## src/rtl/core/cji_pkg.sv

```systemverilog
// Shared types and constants for the constrained jerk integrator.
// Used by the channel interfaces and the top level; depends on nothing.
package cji_pkg;

   localparam int AXIS_W     = 2;
   localparam int VAL_W      = 20;
   localparam int SUM_W      = 40;
   localparam int DT_W       = 24;
   localparam int MARGIN_W   = 16;
   localparam int LANE_W     = 20;
   localparam int PACKED_W   = 60;
   localparam int CSR_IDX_W  = 3;
   localparam int CSR_DATA_W = 60;

   typedef logic [AXIS_W-1:0]       axis_type;
   typedef logic signed [VAL_W-1:0] value_type;
   typedef logic [CSR_IDX_W-1:0]    csr_index_type;

   // Register indexes of the control port.
   localparam csr_index_type REG_STEP_TIME     = 3'd0;
   localparam csr_index_type REG_SAFETY_MARGIN = 3'd1;
   localparam csr_index_type REG_JERK_MAX      = 3'd2;
   localparam csr_index_type REG_ACCEL_MAX     = 3'd3;
   localparam csr_index_type REG_VELOCITY_MAX  = 3'd4;
   localparam csr_index_type REG_POSITION_MIN  = 3'd5;
   localparam csr_index_type REG_POSITION_MAX  = 3'd6;

   localparam logic [DT_W-1:0] STEP_TIME_RESET = 24'd16777;

endpackage

```

## src/rtl/core/cji_req_if.sv

```systemverilog
// Request channel of the constrained jerk integrator: valid, ready and one jerk item.
// Depends on cji_pkg.
interface cji_req_if;
   import cji_pkg::*;

   logic      valid;
   logic      ready;
   axis_type  axis;
   logic      first_sample;
   value_type jerk_sample;
   value_type init_accel;
   value_type init_velocity;
   value_type init_position;

   modport source (
      output valid, axis, first_sample, jerk_sample, init_accel, init_velocity,
             init_position,
      input  ready
   );

   modport sink (
      input  valid, axis, first_sample, jerk_sample, init_accel, init_velocity,
             init_position,
      output ready
   );

endinterface

```

## src/rtl/core/cji_rsp_if.sv

```systemverilog
// Response channel of the constrained jerk integrator: valid, ready and one result item.
// Depends on cji_pkg.
interface cji_rsp_if;
   import cji_pkg::*;

   logic      valid;
   logic      ready;
   axis_type  axis_out;
   value_type jerk_clamped;
   value_type accel_clamped;
   value_type velocity_clamped;
   value_type position_clamped;

   modport source (
      output valid, axis_out, jerk_clamped, accel_clamped, velocity_clamped,
             position_clamped,
      input  ready
   );

   modport sink (
      input  valid, axis_out, jerk_clamped, accel_clamped, velocity_clamped,
             position_clamped,
      output ready
   );

endinterface

```

## src/rtl/core/constrained_jerk_integrator.sv

```systemverilog
// Constrained jerk integrator: clamped cascaded Euler integration, one axis per item.
// Depends on cji_pkg, cji_req_if and cji_rsp_if.
//
//   Channel   Direction  Handshake         Carries
//   req_ch    in         valid / ready     axis, first_sample, jerk, initial values
//   rsp_ch    out        valid / ready     axis_out and the four clamped values
//   csr_*     in         csr_we only       register index and 60-bit write data
//
// An item is accepted in the idle state and walks through eleven sequencer steps; the
// result is loaded into the response register on the last one, and the next item is
// accepted only once the sequencer is back in idle. The single shared 21x25 multiplier
// performs the seven products of an item (three limits, the position margin and three
// dt integrations) one per cycle.
// Reset is synchronous and active high; it clears the sequencer, the response valid,
// the control registers and the per-axis sums. A stalled response only holds the last step.
module constrained_jerk_integrator #(
   parameter int AXES = 3
) (
   input  logic                             clock,
   input  logic                             reset,
   cji_req_if.sink                          req_ch,
   cji_rsp_if.source                        rsp_ch,
   input  logic                             csr_we,
   input  cji_pkg::csr_index_type           csr_index,
   input  logic [cji_pkg::CSR_DATA_W-1:0]   csr_wdata
);
   import cji_pkg::*;

   localparam int       AXIS_IDX_W = (AXES > 1) ? $clog2(AXES) : 1;
   localparam axis_type AXES_LIMIT = AXIS_W'(AXES);

   // Sequencer steps. Each step issues at most one product; it is consumed in the step after.
   typedef enum logic [3:0] {
      ST_IDLE,
      ST_JLIM,
      ST_JCLAMP,
      ST_ALIM,
      ST_ASUM,
      ST_VLIM,
      ST_HALF,
      ST_VSUM,
      ST_VCLAMP,
      ST_PMUL,
      ST_PSUM,
      ST_OUT
   } state_type;

   typedef logic signed [SUM_W-1:0] sum_type;

   // Clamp a value to plus or minus an unsigned limit, then to the output range.
   function automatic value_type clamp_lim(input value_type x, input logic [LANE_W-1:0] lim);
      logic signed [VAL_W+1:0] r;
      logic signed [VAL_W+1:0] lo;
      logic signed [VAL_W+1:0] hi;
      r  = {{2{x[VAL_W-1]}}, x};
      hi = $signed({2'b00, lim});
      lo = -hi;
      if (r < lo) r = lo;
      if (r > hi) r = hi;
      if (r < -(22'sd524288)) r = -(22'sd524288);
      if (r > 22'sd524287) r = 22'sd524287;
      return r[VAL_W-1:0];
   endfunction

   // Add a scaled product to a running sum, saturating at the 40-bit range.
   function automatic sum_type sat_add(input sum_type s, input sum_type a);
      logic signed [SUM_W:0] t;
      t = {s[SUM_W-1], s} + {a[SUM_W-1], a};
      if (t[SUM_W] != t[SUM_W-1])
         return t[SUM_W] ? {1'b1, {(SUM_W-1){1'b0}}} : {1'b0, {(SUM_W-1){1'b1}}};
      return t[SUM_W-1:0];
   endfunction

   function automatic logic [LANE_W-1:0] lane_sel(input logic [PACKED_W-1:0] p,
                                                  input axis_type a);
      logic [LANE_W-1:0] r;
      case (a)
         2'd0:    r = p[LANE_W-1:0];
         2'd1:    r = p[2*LANE_W-1:LANE_W];
         default: r = p[3*LANE_W-1:2*LANE_W];
      endcase
      return r;
   endfunction

   // Control registers.
   logic [DT_W-1:0]     dt_ff;
   logic [MARGIN_W-1:0] margin_ff;
   logic [PACKED_W-1:0] jmax_ff;
   logic [PACKED_W-1:0] amax_ff;
   logic [PACKED_W-1:0] vmax_ff;
   logic [PACKED_W-1:0] pmin_ff;
   logic [PACKED_W-1:0] pmax_ff;

   // Per-axis running sums.
   sum_type asum_mem_ff [AXES];
   sum_type vsum_mem_ff [AXES];
   sum_type psum_mem_ff [AXES];

   state_type state_ff, state_in;
   logic      rsp_valid_ff, rsp_valid_in;
   axis_type  rsp_axis_ff, rsp_axis_in;
   value_type rsp_jerk_ff, rsp_jerk_in;
   value_type rsp_accel_ff, rsp_accel_in;
   value_type rsp_vel_ff, rsp_vel_in;
   value_type rsp_pos_ff, rsp_pos_in;

   // Working registers of the item in flight.
   axis_type              axis_ff, axis_in;
   logic                  first_ff, first_in;
   value_type             jerk_ff, jerk_in;
   value_type             init_a_ff, init_a_in;
   value_type             init_v_ff, init_v_in;
   value_type             init_p_ff, init_p_in;
   value_type             j_ff, j_in;
   value_type             acc_ff, acc_in;
   value_type             vel_ff, vel_in;
   logic [LANE_W-1:0]     alim_ff, alim_in;
   logic [LANE_W-1:0]     vlim_ff, vlim_in;
   logic signed [VAL_W:0] half_ff, half_in;
   logic signed [VAL_W+1:0] lo_ff, lo_in;
   logic signed [VAL_W+1:0] hi_ff, hi_in;
   sum_type               asum_ff, asum_in;
   sum_type               vsum_ff, vsum_in;
   sum_type               psum_ff, psum_in;
   logic signed [45:0]    prod_ff, prod_in;

   // Shared multiplier operands.
   logic signed [20:0]    op_a;
   logic signed [24:0]    op_b;

   logic                    accept;
   logic                    in_range;
   logic                    out_fire;
   logic [MARGIN_W:0]       keep;
   logic [LANE_W-1:0]       prod_lim;
   sum_type                 prod_step;
   value_type               pmin_lane;
   value_type               pmax_lane;
   logic signed [VAL_W:0]   pos_span;
   logic signed [VAL_W+1:0] pos_wide;
   logic [AXIS_IDX_W-1:0]   req_idx;
   logic [AXIS_IDX_W-1:0]   cur_idx;

   assign req_ch.ready = (state_ff == ST_IDLE);
   assign accept       = req_ch.valid && req_ch.ready;
   assign in_range     = (req_ch.axis < AXES_LIMIT);
   assign out_fire     = (state_ff == ST_OUT) && (!rsp_valid_ff || rsp_ch.ready);
   assign req_idx      = req_ch.axis[AXIS_IDX_W-1:0];
   assign cur_idx      = axis_ff[AXIS_IDX_W-1:0];

   // (1 - margin) in Q1.16, and the product read back as a limit or an integration step.
   assign keep      = 17'h10000 - {1'b0, margin_ff};
   assign prod_lim  = prod_ff[35:16];
   assign prod_step = prod_ff[43:4];

   assign pmin_lane = $signed(lane_sel(pmin_ff, axis_ff));
   assign pmax_lane = $signed(lane_sel(pmax_ff, axis_ff));
   assign pos_span  = {pmax_lane[VAL_W-1], pmax_lane} - {pmin_lane[VAL_W-1], pmin_lane};

   // Operand selection for the shared multiplier.
   always_comb begin
      op_a = '0;
      op_b = '0;
      unique case (state_ff)
         ST_JLIM: begin
            op_a = $signed({1'b0, lane_sel(jmax_ff, axis_ff)});
            op_b = $signed({8'd0, keep});
         end
         ST_JCLAMP: begin
            op_a = $signed({1'b0, lane_sel(amax_ff, axis_ff)});
            op_b = $signed({8'd0, keep});
         end
         ST_ALIM: begin
            op_a = {j_ff[VAL_W-1], j_ff};
            op_b = $signed({1'b0, dt_ff});
         end
         ST_ASUM: begin
            op_a = $signed({1'b0, lane_sel(vmax_ff, axis_ff)});
            op_b = $signed({8'd0, keep});
         end
         ST_VLIM: begin
            op_a = pos_span;
            op_b = $signed({9'd0, margin_ff});
         end
         ST_HALF: begin
            op_a = {acc_ff[VAL_W-1], acc_ff};
            op_b = $signed({1'b0, dt_ff});
         end
         ST_PMUL: begin
            op_a = {vel_ff[VAL_W-1], vel_ff};
            op_b = $signed({1'b0, dt_ff});
         end
         default: begin
            op_a = '0;
            op_b = '0;
         end
      endcase
   end

   assign prod_in = op_a * op_b;

   // Final position clamp: lower bound first, upper bound second, then the output range.
   always_comb begin
      pos_wide = {{2{psum_ff[SUM_W-1]}}, psum_ff[SUM_W-1:VAL_W]};
      if (pos_wide < lo_ff) pos_wide = lo_ff;
      if (pos_wide > hi_ff) pos_wide = hi_ff;
      if (pos_wide < -(22'sd524288)) pos_wide = -(22'sd524288);
      if (pos_wide > 22'sd524287) pos_wide = 22'sd524287;
   end

   // Sequencer next state and datapath next values.
   always_comb begin
      state_in     = state_ff;
      rsp_valid_in = rsp_valid_ff;
      rsp_axis_in  = rsp_axis_ff;
      rsp_jerk_in  = rsp_jerk_ff;
      rsp_accel_in = rsp_accel_ff;
      rsp_vel_in   = rsp_vel_ff;
      rsp_pos_in   = rsp_pos_ff;
      axis_in      = axis_ff;
      first_in     = first_ff;
      jerk_in      = jerk_ff;
      init_a_in    = init_a_ff;
      init_v_in    = init_v_ff;
      init_p_in    = init_p_ff;
      j_in         = j_ff;
      acc_in       = acc_ff;
      vel_in       = vel_ff;
      alim_in      = alim_ff;
      vlim_in      = vlim_ff;
      half_in      = half_ff;
      lo_in        = lo_ff;
      hi_in        = hi_ff;
      asum_in      = asum_ff;
      vsum_in      = vsum_ff;
      psum_in      = psum_ff;

      if (rsp_valid_ff && rsp_ch.ready) rsp_valid_in = 1'b0;

      unique case (state_ff)
         ST_IDLE: begin
            if (accept) begin
               axis_in   = req_ch.axis;
               first_in  = req_ch.first_sample;
               jerk_in   = req_ch.jerk_sample;
               init_a_in = req_ch.init_accel;
               init_v_in = req_ch.init_velocity;
               init_p_in = req_ch.init_position;
               // An item for a missing axis is taken and dropped without a result.
               if (in_range) begin
                  asum_in  = asum_mem_ff[req_idx];
                  vsum_in  = vsum_mem_ff[req_idx];
                  psum_in  = psum_mem_ff[req_idx];
                  state_in = ST_JLIM;
               end
            end
         end
         ST_JLIM: begin
            state_in = ST_JCLAMP;
         end
         ST_JCLAMP: begin
            j_in     = clamp_lim(jerk_ff, prod_lim);
            state_in = ST_ALIM;
         end
         ST_ALIM: begin
            alim_in  = prod_lim;
            state_in = ST_ASUM;
         end
         ST_ASUM: begin
            // A first sample loads the initial value and skips the jerk step.
            asum_in  = first_ff ? {init_a_ff, {VAL_W{1'b0}}} : sat_add(asum_ff, prod_step);
            state_in = ST_VLIM;
         end
         ST_VLIM: begin
            vlim_in  = prod_lim;
            acc_in   = clamp_lim(asum_ff[SUM_W-1:VAL_W], alim_ff);
            state_in = ST_HALF;
         end
         ST_HALF: begin
            half_in  = prod_ff[37:17];
            state_in = ST_VSUM;
         end
         ST_VSUM: begin
            vsum_in  = first_ff ? {init_v_ff, {VAL_W{1'b0}}} : sat_add(vsum_ff, prod_step);
            lo_in    = {{2{pmin_lane[VAL_W-1]}}, pmin_lane} + {half_ff[VAL_W], half_ff};
            hi_in    = {{2{pmax_lane[VAL_W-1]}}, pmax_lane} - {half_ff[VAL_W], half_ff};
            state_in = ST_VCLAMP;
         end
         ST_VCLAMP: begin
            vel_in   = clamp_lim(vsum_ff[SUM_W-1:VAL_W], vlim_ff);
            state_in = ST_PMUL;
         end
         ST_PMUL: begin
            state_in = ST_PSUM;
         end
         ST_PSUM: begin
            psum_in  = first_ff ? {init_p_ff, {VAL_W{1'b0}}} : sat_add(psum_ff, prod_step);
            state_in = ST_OUT;
         end
         ST_OUT: begin
            // Wait here only while the previous result has not been taken.
            if (out_fire) begin
               rsp_valid_in = 1'b1;
               rsp_axis_in  = axis_ff;
               rsp_jerk_in  = j_ff;
               rsp_accel_in = acc_ff;
               rsp_vel_in   = vel_ff;
               rsp_pos_in   = pos_wide[VAL_W-1:0];
               state_in     = ST_IDLE;
            end
         end
         default: begin
            state_in = ST_IDLE;
         end
      endcase
   end

   // Sequencer state and the response register.
   always_ff @(posedge clock) begin
      if (reset) begin
         state_ff     <= ST_IDLE;
         rsp_valid_ff <= 1'b0;
      end else begin
         state_ff     <= state_in;
         rsp_valid_ff <= rsp_valid_in;
         rsp_axis_ff  <= rsp_axis_in;
         rsp_jerk_ff  <= rsp_jerk_in;
         rsp_accel_ff <= rsp_accel_in;
         rsp_vel_ff   <= rsp_vel_in;
         rsp_pos_ff   <= rsp_pos_in;
      end
   end

   // Working registers and the product register.
   always_ff @(posedge clock) begin
      axis_ff   <= axis_in;
      first_ff  <= first_in;
      jerk_ff   <= jerk_in;
      init_a_ff <= init_a_in;
      init_v_ff <= init_v_in;
      init_p_ff <= init_p_in;
      j_ff      <= j_in;
      acc_ff    <= acc_in;
      vel_ff    <= vel_in;
      alim_ff   <= alim_in;
      vlim_ff   <= vlim_in;
      half_ff   <= half_in;
      lo_ff     <= lo_in;
      hi_ff     <= hi_in;
      asum_ff   <= asum_in;
      vsum_ff   <= vsum_in;
      psum_ff   <= psum_in;
      prod_ff   <= prod_in;
   end

   // Control registers and the per-axis sums, written back when the result is loaded for output.
   always_ff @(posedge clock) begin
      if (reset) begin
         dt_ff     <= STEP_TIME_RESET;
         margin_ff <= '0;
         jmax_ff   <= '0;
         amax_ff   <= '0;
         vmax_ff   <= '0;
         pmin_ff   <= '0;
         pmax_ff   <= '0;
         for (int i = 0; i < AXES; i++) begin
            asum_mem_ff[i] <= '0;
            vsum_mem_ff[i] <= '0;
            psum_mem_ff[i] <= '0;
         end
      end else begin
         if (csr_we) begin
            unique case (csr_index)
               REG_STEP_TIME:     dt_ff     <= csr_wdata[DT_W-1:0];
               REG_SAFETY_MARGIN: margin_ff <= csr_wdata[MARGIN_W-1:0];
               REG_JERK_MAX:      jmax_ff   <= csr_wdata[PACKED_W-1:0];
               REG_ACCEL_MAX:     amax_ff   <= csr_wdata[PACKED_W-1:0];
               REG_VELOCITY_MAX:  vmax_ff   <= csr_wdata[PACKED_W-1:0];
               REG_POSITION_MIN:  pmin_ff   <= csr_wdata[PACKED_W-1:0];
               REG_POSITION_MAX:  pmax_ff   <= csr_wdata[PACKED_W-1:0];
               default: ;
            endcase
         end
         if (out_fire) begin
            asum_mem_ff[cur_idx] <= asum_ff;
            vsum_mem_ff[cur_idx] <= vsum_ff;
            psum_mem_ff[cur_idx] <= psum_ff;
         end
      end
   end

   assign rsp_ch.valid            = rsp_valid_ff;
   assign rsp_ch.axis_out         = rsp_axis_ff;
   assign rsp_ch.jerk_clamped     = rsp_jerk_ff;
   assign rsp_ch.accel_clamped    = rsp_accel_ff;
   assign rsp_ch.velocity_clamped = rsp_vel_ff;
   assign rsp_ch.position_clamped = rsp_pos_ff;

endmodule
```

## src/flat_wrapper.sv

```systemverilog
// flat-port wrapper written by rule: the top's interface ports become plain ports
module constrained_jerk_integrator_flat import cji_pkg::*;
#(
   parameter int AXES = 3
)
  (clock, reset, csr_we, csr_index, csr_wdata, req_ch_valid, req_ch_axis, req_ch_first_sample, req_ch_jerk_sample, req_ch_init_accel, req_ch_init_velocity, req_ch_init_position, req_ch_ready, rsp_ch_valid, rsp_ch_axis_out, rsp_ch_jerk_clamped, rsp_ch_accel_clamped, rsp_ch_velocity_clamped, rsp_ch_position_clamped, rsp_ch_ready);
  cji_req_if req_ch_i ();
  cji_rsp_if rsp_ch_i ();
  input  logic clock;
  input  logic reset;
  input  logic csr_we;
  input  cji_pkg::csr_index_type csr_index;
  input  logic [cji_pkg::CSR_DATA_W-1:0] csr_wdata;
  input wire logic [$bits(req_ch_i.valid)-1:0] req_ch_valid;
  input wire logic [$bits(req_ch_i.axis)-1:0] req_ch_axis;
  input wire logic [$bits(req_ch_i.first_sample)-1:0] req_ch_first_sample;
  input wire logic [$bits(req_ch_i.jerk_sample)-1:0] req_ch_jerk_sample;
  input wire logic [$bits(req_ch_i.init_accel)-1:0] req_ch_init_accel;
  input wire logic [$bits(req_ch_i.init_velocity)-1:0] req_ch_init_velocity;
  input wire logic [$bits(req_ch_i.init_position)-1:0] req_ch_init_position;
  output wire logic [$bits(req_ch_i.ready)-1:0] req_ch_ready;
  output wire logic [$bits(rsp_ch_i.valid)-1:0] rsp_ch_valid;
  output wire logic [$bits(rsp_ch_i.axis_out)-1:0] rsp_ch_axis_out;
  output wire logic [$bits(rsp_ch_i.jerk_clamped)-1:0] rsp_ch_jerk_clamped;
  output wire logic [$bits(rsp_ch_i.accel_clamped)-1:0] rsp_ch_accel_clamped;
  output wire logic [$bits(rsp_ch_i.velocity_clamped)-1:0] rsp_ch_velocity_clamped;
  output wire logic [$bits(rsp_ch_i.position_clamped)-1:0] rsp_ch_position_clamped;
  input wire logic [$bits(rsp_ch_i.ready)-1:0] rsp_ch_ready;
  assign req_ch_i.valid = req_ch_valid;
  assign req_ch_i.axis = req_ch_axis;
  assign req_ch_i.first_sample = req_ch_first_sample;
  assign req_ch_i.jerk_sample = req_ch_jerk_sample;
  assign req_ch_i.init_accel = req_ch_init_accel;
  assign req_ch_i.init_velocity = req_ch_init_velocity;
  assign req_ch_i.init_position = req_ch_init_position;
  assign req_ch_ready = req_ch_i.ready;
  assign rsp_ch_valid = rsp_ch_i.valid;
  assign rsp_ch_axis_out = rsp_ch_i.axis_out;
  assign rsp_ch_jerk_clamped = rsp_ch_i.jerk_clamped;
  assign rsp_ch_accel_clamped = rsp_ch_i.accel_clamped;
  assign rsp_ch_velocity_clamped = rsp_ch_i.velocity_clamped;
  assign rsp_ch_position_clamped = rsp_ch_i.position_clamped;
  assign rsp_ch_i.ready = rsp_ch_ready;
  constrained_jerk_integrator #(.AXES(AXES)) u_core (.clock(clock), .reset(reset), .req_ch(req_ch_i), .rsp_ch(rsp_ch_i), .csr_we(csr_we), .csr_index(csr_index), .csr_wdata(csr_wdata));
endmodule
```

## config.mk

```make
export PLATFORM = sky130hd
export DESIGN_NAME = constrained_jerk_integrator_flat
export DESIGN_NICKNAME = d
export VERILOG_FILES = /design/src/rtl/core/cji_pkg.sv /design/src/rtl/core/cji_req_if.sv /design/src/rtl/core/cji_rsp_if.sv /design/src/rtl/core/constrained_jerk_integrator.sv /design/src/flat_wrapper.sv
export SDC_FILE = /design/constraint.sdc
export NUM_CORES = 2
export LEC_CHECK = 0
export BUFFER_PORTS_ARGS = -buffer_cell sky130_fd_sc_hd__buf_2
export CAP_MARGIN = 5
export CORE_ASPECT_RATIO = 0.8
export CORE_MARGIN = 2
export CORE_UTILIZATION = 53
export DETAILED_ROUTE_END_ITERATION = 8
export PLACE_DENSITY = 0.69
export SLEW_MARGIN = 20
export SYNTH_ARGS = -nofsm -noshare
export SYNTH_HDL_FRONTEND = slang
export SYNTH_SLANG_ARGS = --single-unit
```

## constraint.sdc

```tcl
create_clock -name clock -period 15.2 [get_ports clock]
set_input_delay 2.28 -clock clock [delete_from_list [all_inputs] [get_ports clock]]
set_output_delay 2.28 -clock clock [all_outputs]
set_load 0.05 [all_outputs]
```

### Yosys cells after proc, flatten, opt, wreduce, memory -nomap -nowiden

Memory sizes are Yosys's and may differ from the RTL's.
Cells that the tools add are included.

* register bits: 839
* memory bits (writable): 360
* bits of input ports: 151
* output and inout port bits: 84
* word-level logic and storage cells: 193
* memories kept: 3

Memory list
* u_core.asum_mem_ff: words 3, width 40, rd ports 1, clocked after Yosys merged registers in 0, write ports 3, RTL line constrained_jerk_integrator.sv:95 `sum_type asum_mem_ff [AXES];`
* u_core.psum_mem_ff: words 3, width 40, rd ports 1, clocked after Yosys merged registers in 0, write ports 3, RTL line constrained_jerk_integrator.sv:97 `sum_type psum_mem_ff [AXES];`
* u_core.vsum_mem_ff: words 3, width 40, rd ports 1, clocked after Yosys merged registers in 0, write ports 3, RTL line constrained_jerk_integrator.sv:96 `sum_type vsum_mem_ff [AXES];`

* $add $sub $neg: 10
* multipliers: 1
* magnitude comparators: 17
* equal/unequal tests: 24
* muxes and demuxes: 76
* bitwise operators: 1
* reduce and logical (&&, ||, !) cells: 29

Operator list (number)
* $mux W40: 21
* $mux W22: 21
* $pmux W40 S2: 3
* $pmux W20 S2: 5
* $pmux W21 S7: 1
* $add A40 B40 Y41: 3
* $reduce_or A40 Y1: 3
* $gt A22 B20 Y1 const B: 4
* $lt A20 B22 Y1: 4
* $lt A22 B20 Y1 const B: 4
* $pmux W24 S3: 1
* $gt A22 B21 Y1: 3
* $neg A20 Y22: 3
* $pmux W4 S12: 1
* $mul A21 B25 Y44: 1
* $add A20 B21 Y22: 1
* $gt A22 B22 Y1: 1
* $sub A20 B21 Y22: 1
* $sub A20 B20 Y21: 1
* $mux W1: 17
* $sub A17 B16 Y17 const A: 1
* $eq A4 B3 Y1 const B: 4
* $eq A4 B4 Y1 const B: 4
* $reduce_and A2 Y1: 8
* 22 further kinds: 42

### Logic depth before layout (Yosys ltp)

* depth in word-level cells: 11
* depth in mapped cells: 48
* mapped depth without buffers: 40

### Least setup slack after synthesis

No wires, ideal clock.

* path type: in2reg
* start: input port reset
* end: memory u_core.asum_mem_ff[2][0] (netlist name), enable pin
* data arrival time: 11.425 ns
* setup slack: 3.347 ns
* cell stages on the path: 6
* path buffers: 2
* cell sequence: clkbuf_1 nor3_1 nand2_1 nor2_1 clkbuf_1 or2_2

RTL lines
* start: declaration: RTL line flat_wrapper.sv:10 `input logic reset;`
* end: declaration: RTL line constrained_jerk_integrator.sv:95

### Worst setup path in the final report

* start: register u_core.axis_ff[0]
* end: register u_core.prod_ff[43]

* cells in the longest elaborated chain, start to end: 5

RTL lines
* start: declaration: RTL line constrained_jerk_integrator.sv:108 `axis_type axis_ff, axis_in;`
* start signal: assignment: RTL line constrained_jerk_integrator.sv:336 `axis_ff <= axis_in;`
* $eq A2 B1 Y1 / $logic_not A2 Y1 (equally long branches): RTL line constrained_jerk_integrator.sv:77 `case (a)`
* $pmux W20 S2: RTL line constrained_jerk_integrator.sv:77
* $sub A20 B20 Y21: RTL line constrained_jerk_integrator.sv:158 `assign pos_span = {pmax_lane[VAL_W-1], pmax_lane} - {pmin_lane[VAL_W-1], pmin_lane};`
* $pmux W21 S7 (*): RTL line constrained_jerk_integrator.sv:164 `unique case (state_ff)`
* $mul A21 B25 Y44 (*): RTL line constrained_jerk_integrator.sv:200 `assign prod_in = op_a * op_b;`
* via u_core.prod_in[43]: RTL line constrained_jerk_integrator.sv:125 `logic signed [45:0] prod_ff, prod_in;`
* end signal: assignment: RTL line constrained_jerk_integrator.sv:353 `prod_ff <= prod_in;`
* end: declaration: RTL line constrained_jerk_integrator.sv:125

Mark *: on every way through the listed nets, which the timed path passes. The rest lies on a longest branch.
A chain may end at the register's enable or synchronous reset.

==> run summary <==
After detailed routing, the number of remaining DRC violations is 0. The count of buffers added on input and output ports is 234. Fill cells in the final layout number 13590.

The number of top-level pins is 235. The sum of overflow across all layers after global routing came out at 0. The number of slew-limit violations in the final report came out at 0.

The via density per instance came out at 6.046. The commonest cells after synthesis are sky130_fd_sc_hd__nand2_1 (1511), sky130_fd_sc_hd__edfxtp_1 (930), sky130_fd_sc_hd__inv_1 (767). The power per cell area is 94.53 nW/um2. The H-tree generated during clock tree synthesis spans 4 levels. The number of antenna violations at the first check in global routing came out at 21.

The floorplan core area came out at 159300 um2. The endpoint identified for the worst register-to-register timing path is u_core.prod_ff[43]$_DFF_P_. The clock transition at the registers of the reported paths is 60 ps. The vertical extent of the die is 362.0 um.

The number of gates resized after CTS was 0. In this run the worst hold path is classified as register to register. Among the stages of the critical path, the cell type that occurs most often is sky130_fd_sc_hd__fa_1.

The share of power burned in registers came out at 0.465. The mean post-synth cell area came out at 10.02 um2. The count of endpoints failing hold in the final timing report was 0. By area, the combinational part of the netlist is dominated by adder cells. The share of cell area taken by muxes after synthesis is 0.05271. The worst setup path is of the register to register kind. The vias after detailed routing is 65490. The worst slew margin relative to its limit is 0.2148. Entering global routing, the biggest net connects 136 pins. TritonCTS built the clock tree. The share of the synthesized area in the top cell type is 0.3290.

The post-DP HPWL came out at 199.7 mm. The clock network fraction of design power is 0.383. The data arrival time of the critical path is 12240 ps. For this run, the leading register cell type out of synthesis is sky130_fd_sc_hd__edfxtp_1.

The number of cells in the design after placement came out at 10570. STA classifies the critical path startpoint as a register. Buffers added to address setup during post-CTS repair amount to 0. The max capacitance violation total came out at 0. The total clock buffers created by CTS came out at 137. The TritonCTS sink count is 1315. After synthesis the netlist holds a flip-flop and latch count of 1315.

In the global route stage, overall resource usage came out at 0.3347. The number of rows created at floorplan is 131. The final total power came out at 8.791 mW.

The post-route antenna net violation count is 0. The first global-routing pass estimated 407.3 mm of wire. The largest single stage delay on the critical path is 900 ps.

Compared with the post-synthesis result, the final layout area differs by 9.562%. The start point of the worst min-delay path is u_core.vel_ff[1]$_SDFFCE_PN1P_. The final net count came out at 9671. The synthesized cell area came out at 84890 um2. The maximum root-to-sink buffer count came out at 3.

Clock tree synthesis selected as its root buffer the cell sky130_fd_sc_hd__clkbuf_16. The routability congestion estimate from global placement is 1.004. The cell with the most instances after synthesis is sky130_fd_sc_hd__nand2_1. The number of non-filler instances in the completed layout is 10830. The die width is 451.4 um. The final wirelength is 276.4 mm. The initial DRC count is 7994. The maximum fanout count along the critical path came out at 70.

IR analysis of the VDD net gives a maximum drop of 116.2 uV. The endpoint kind of the worst setup timing path is a register. The run finished with clean final reports. In this run the register-to-register setup slack is 3670 ps. The final routed wire length divided by cell count is 25.52 um. The shortest clock period the worst path allows after layout is 11530 ps.

The required time of the worst setup path came out at 15910 ps. The die covers 163400 um2. Yosys mapped a number of flops with a built-in enable equal to 930. The biggest area contributor in the post-synthesis netlist is sky130_fd_sc_hd__edfxtp_1.

The final design utilization came out at 0.5838. Of the total synthesized cell area, the portion taken by AND, OR, NAND and NOR gates is 0.1505. The number of standard cells after synthesis came out at 8472. The xor/xnor share of the synthesized area came out at 0.02507. Setup violations remaining at the end of the flow were counted as 0.

The initial utilization of the core area, before any placement, comes to 0.5328. The capture endpoint of the worst hold path is u_core.rsp_ch.velocity_clamped[1]$_DFFE_PP_. The worst clock skew is 33.31 ps.

The static power due to leakage came out at 38.56 nW. Summed over all failing endpoints, the final setup total negative slack is 0 ps. The internal portion of the total power is 6.359 mW. The number of cells on the worst hold path came out at 0. The share of total power dissipated in combinational logic is 0.152. The fraction of registers with async set or reset after synthesis came out at 0. The synthesized-area fraction occupied by ao, oa, aoi and oai cells came out at 0.1224. The reported net switching power came out at 2.432 mW. The part of the Yosys area used for sequential elements is 0.4198. Synthesis instantiated 97 different standard cells from the library. The adder-cell share of the synthesized area came out at 0.1762. The switching fraction of total power is 0.2767. The number of nets in the synthesized netlist is 9565. The via count of the first global-routing pass came out at 63090. The proportion of layout cells with a drive suffix above 1 came out at 0.1003.

The timing-limited maximum frequency came out at 86.76 MHz. The slowest stage of the critical path belongs to the cell sky130_fd_sc_hd__a2111oi_0. The path depth of the worst reg2reg path came out at 33. Dividing the final minimum period by the clock period gives 0.7583. After routing the design area is 93000 um2. The worst register-to-register path begins at u_core.axis_ff[0]$_DFFE_PP_. The clock insertion delay at the later pin of the skew report is 820 ps. Setup repair after global routing left no endpoint under its margin. The Yosys warning count came out at 0. The post-place instance area came out at 88530 um2. Before antenna repair, the detailed router went through 8 iterations. The transition time of the tightest slew-check pin came out at 1175 ps.

Sorting the synthesized cells by area gives the leading types as sky130_fd_sc_hd__edfxtp_1 (33%), sky130_fd_sc_hd__fa_1 (10%), sky130_fd_sc_hd__dfxtp_1 (9.1%). Hold repair after CTS inserted 0 buffers.
## flip-flops by register name (all words and copies together) (netlist names), 21 cells and up
register and cells:
u_core.asum_mem_ff 160, u_core.psum_mem_ff 160, u_core.vsum_mem_ff 160, u_core.amax_ff 60, u_core.jmax_ff 60, u_core.pmax_ff 60
u_core.pmin_ff 60, u_core.vmax_ff 60, u_core.asum_ff 40, u_core.prod_ff 40, u_core.psum_ff 40, u_core.vsum_ff 40
u_core.dt_ff 24, u_core.hi_ff 22, u_core.lo_ff 22, u_core.half_ff 21
## worst max-delay path: cells and delay by family (launching register included)
| family | cells | cell delay [ps] |
|---|---|---|
| buf+inv | 7 | 2020 |
| flops | 1 | 390 |
| mux | 1 | 160 |
| simple gates | 3 | 950 |
| compound gates | 13 | 3790 |
| fa+ha+maj | 9 | 3880 |
## worst max path at each step
| stage | startpoint | endpoint | slack [ps] | cells past startpoint |
|---|---|---|---|---|
| 2_1_floorplan | reset | u_core.asum_mem_ff[2][0]$_SDFFCE_PN0P_ | 3350 | 6 |
| 3_3_place_gp | u_core.axis_ff[1]$_DFFE_PP_ | u_core.prod_ff[43]$_DFF_P_ | 4100 | 39 |
| 3_5_place_dp | u_core.axis_ff[0]$_DFFE_PP_ | u_core.prod_ff[43]$_DFF_P_ | 3890 | 34 |
| 4_1_cts | u_core.axis_ff[0]$_DFFE_PP_ | u_core.prod_ff[43]$_DFF_P_ | 3900 | 34 |
| 5_1_grt | u_core.axis_ff[0]$_DFFE_PP_ | u_core.prod_ff[43]$_DFF_P_ | 3150 | 34 |
| 6_report | u_core.axis_ff[0]$_DFFE_PP_ | u_core.prod_ff[43]$_DFF_P_ | 3670 | 33 |
## final cells by class
type | count | area [um2] | area share
Antenna cell | 21 | 52.55 | 0.0005650
Clock buffer | 179 | 3772 | 0.04056
Clock inverter | 64 | 635.6 | 0.006834
Inverter | 767 | 2882 | 0.03098
Multi-Input combinational cell | 5972 | 44990 | 0.4838
Sequential cell | 1315 | 35640 | 0.3832
Tap cell | 2128 | 2663 | 0.02863
Timing Repair Buffer | 385 | 2369 | 0.02547
## stage by stage
| stage | hold WS (ps) | worst slack [ps] |
|---|---|---|
| after floorplan | 420.6 | 3347 |
| after global placement | 439.8 | 4105 |
| after detailed placement | 434.2 | 3893 |
| after CTS | 447.0 | 3896 |
| after global routing | 454.8 | 3150 |
| final | 445.6 | 3674 |
## logic make-up (layout without fill, tap and decap cells)
kind of cell,count (synthesis),in the layout
xor gates and xnor gates,243,243
adders and majority gates,942,942
other,0,21
AOI/OAI and AO/OA,1721,1721
DFF,1315,1315
and+or+nand+nor,2776,2776
buffers and inverters,1185,1395
muxes,290,290
## per-layer routing
metal | up-vias | track usage | wire [um]
met1 | 32190 | 0.4670 | 114000
met3 | 518 | 0.08778 | 30880
met2 | 3329 | 0.4908 | 118000
met4 | 2 | 0.1487 | 13530
li1 | 29450 | - | -
met5 | - | 0 | 13
## power by group through the flow
stage,combinational (mW),sequential (mW),clock (mW)
after floorplan,0.915,4.11,0
after global placement,1.29,4.15,0
after detailed placement,1.31,4.16,0
after CTS,1.32,4.08,3.40
after global routing,1.46,4.09,3.55
final,1.34,4.09,3.37
## placed cells by master, fill, tap and decap left out, drive strengths merged, types with 87 or more instances in the layout
cell type	Yosys	routed
inv	767	776
nand2	1511	1511
mux4	120	120
edfxtp	930	930
nor2	291	291
fa	422	422
o21ai	447	447
and2	439	439
nor3	87	87
mux2i	117	117
ha	520	520
clkbuf	350	179
a21oi	702	702
buf	68	385
a21o	138	138
xnor2	172	172
dfxtp	385	385
Note: power is estimated with default switching activity, not from simulation.
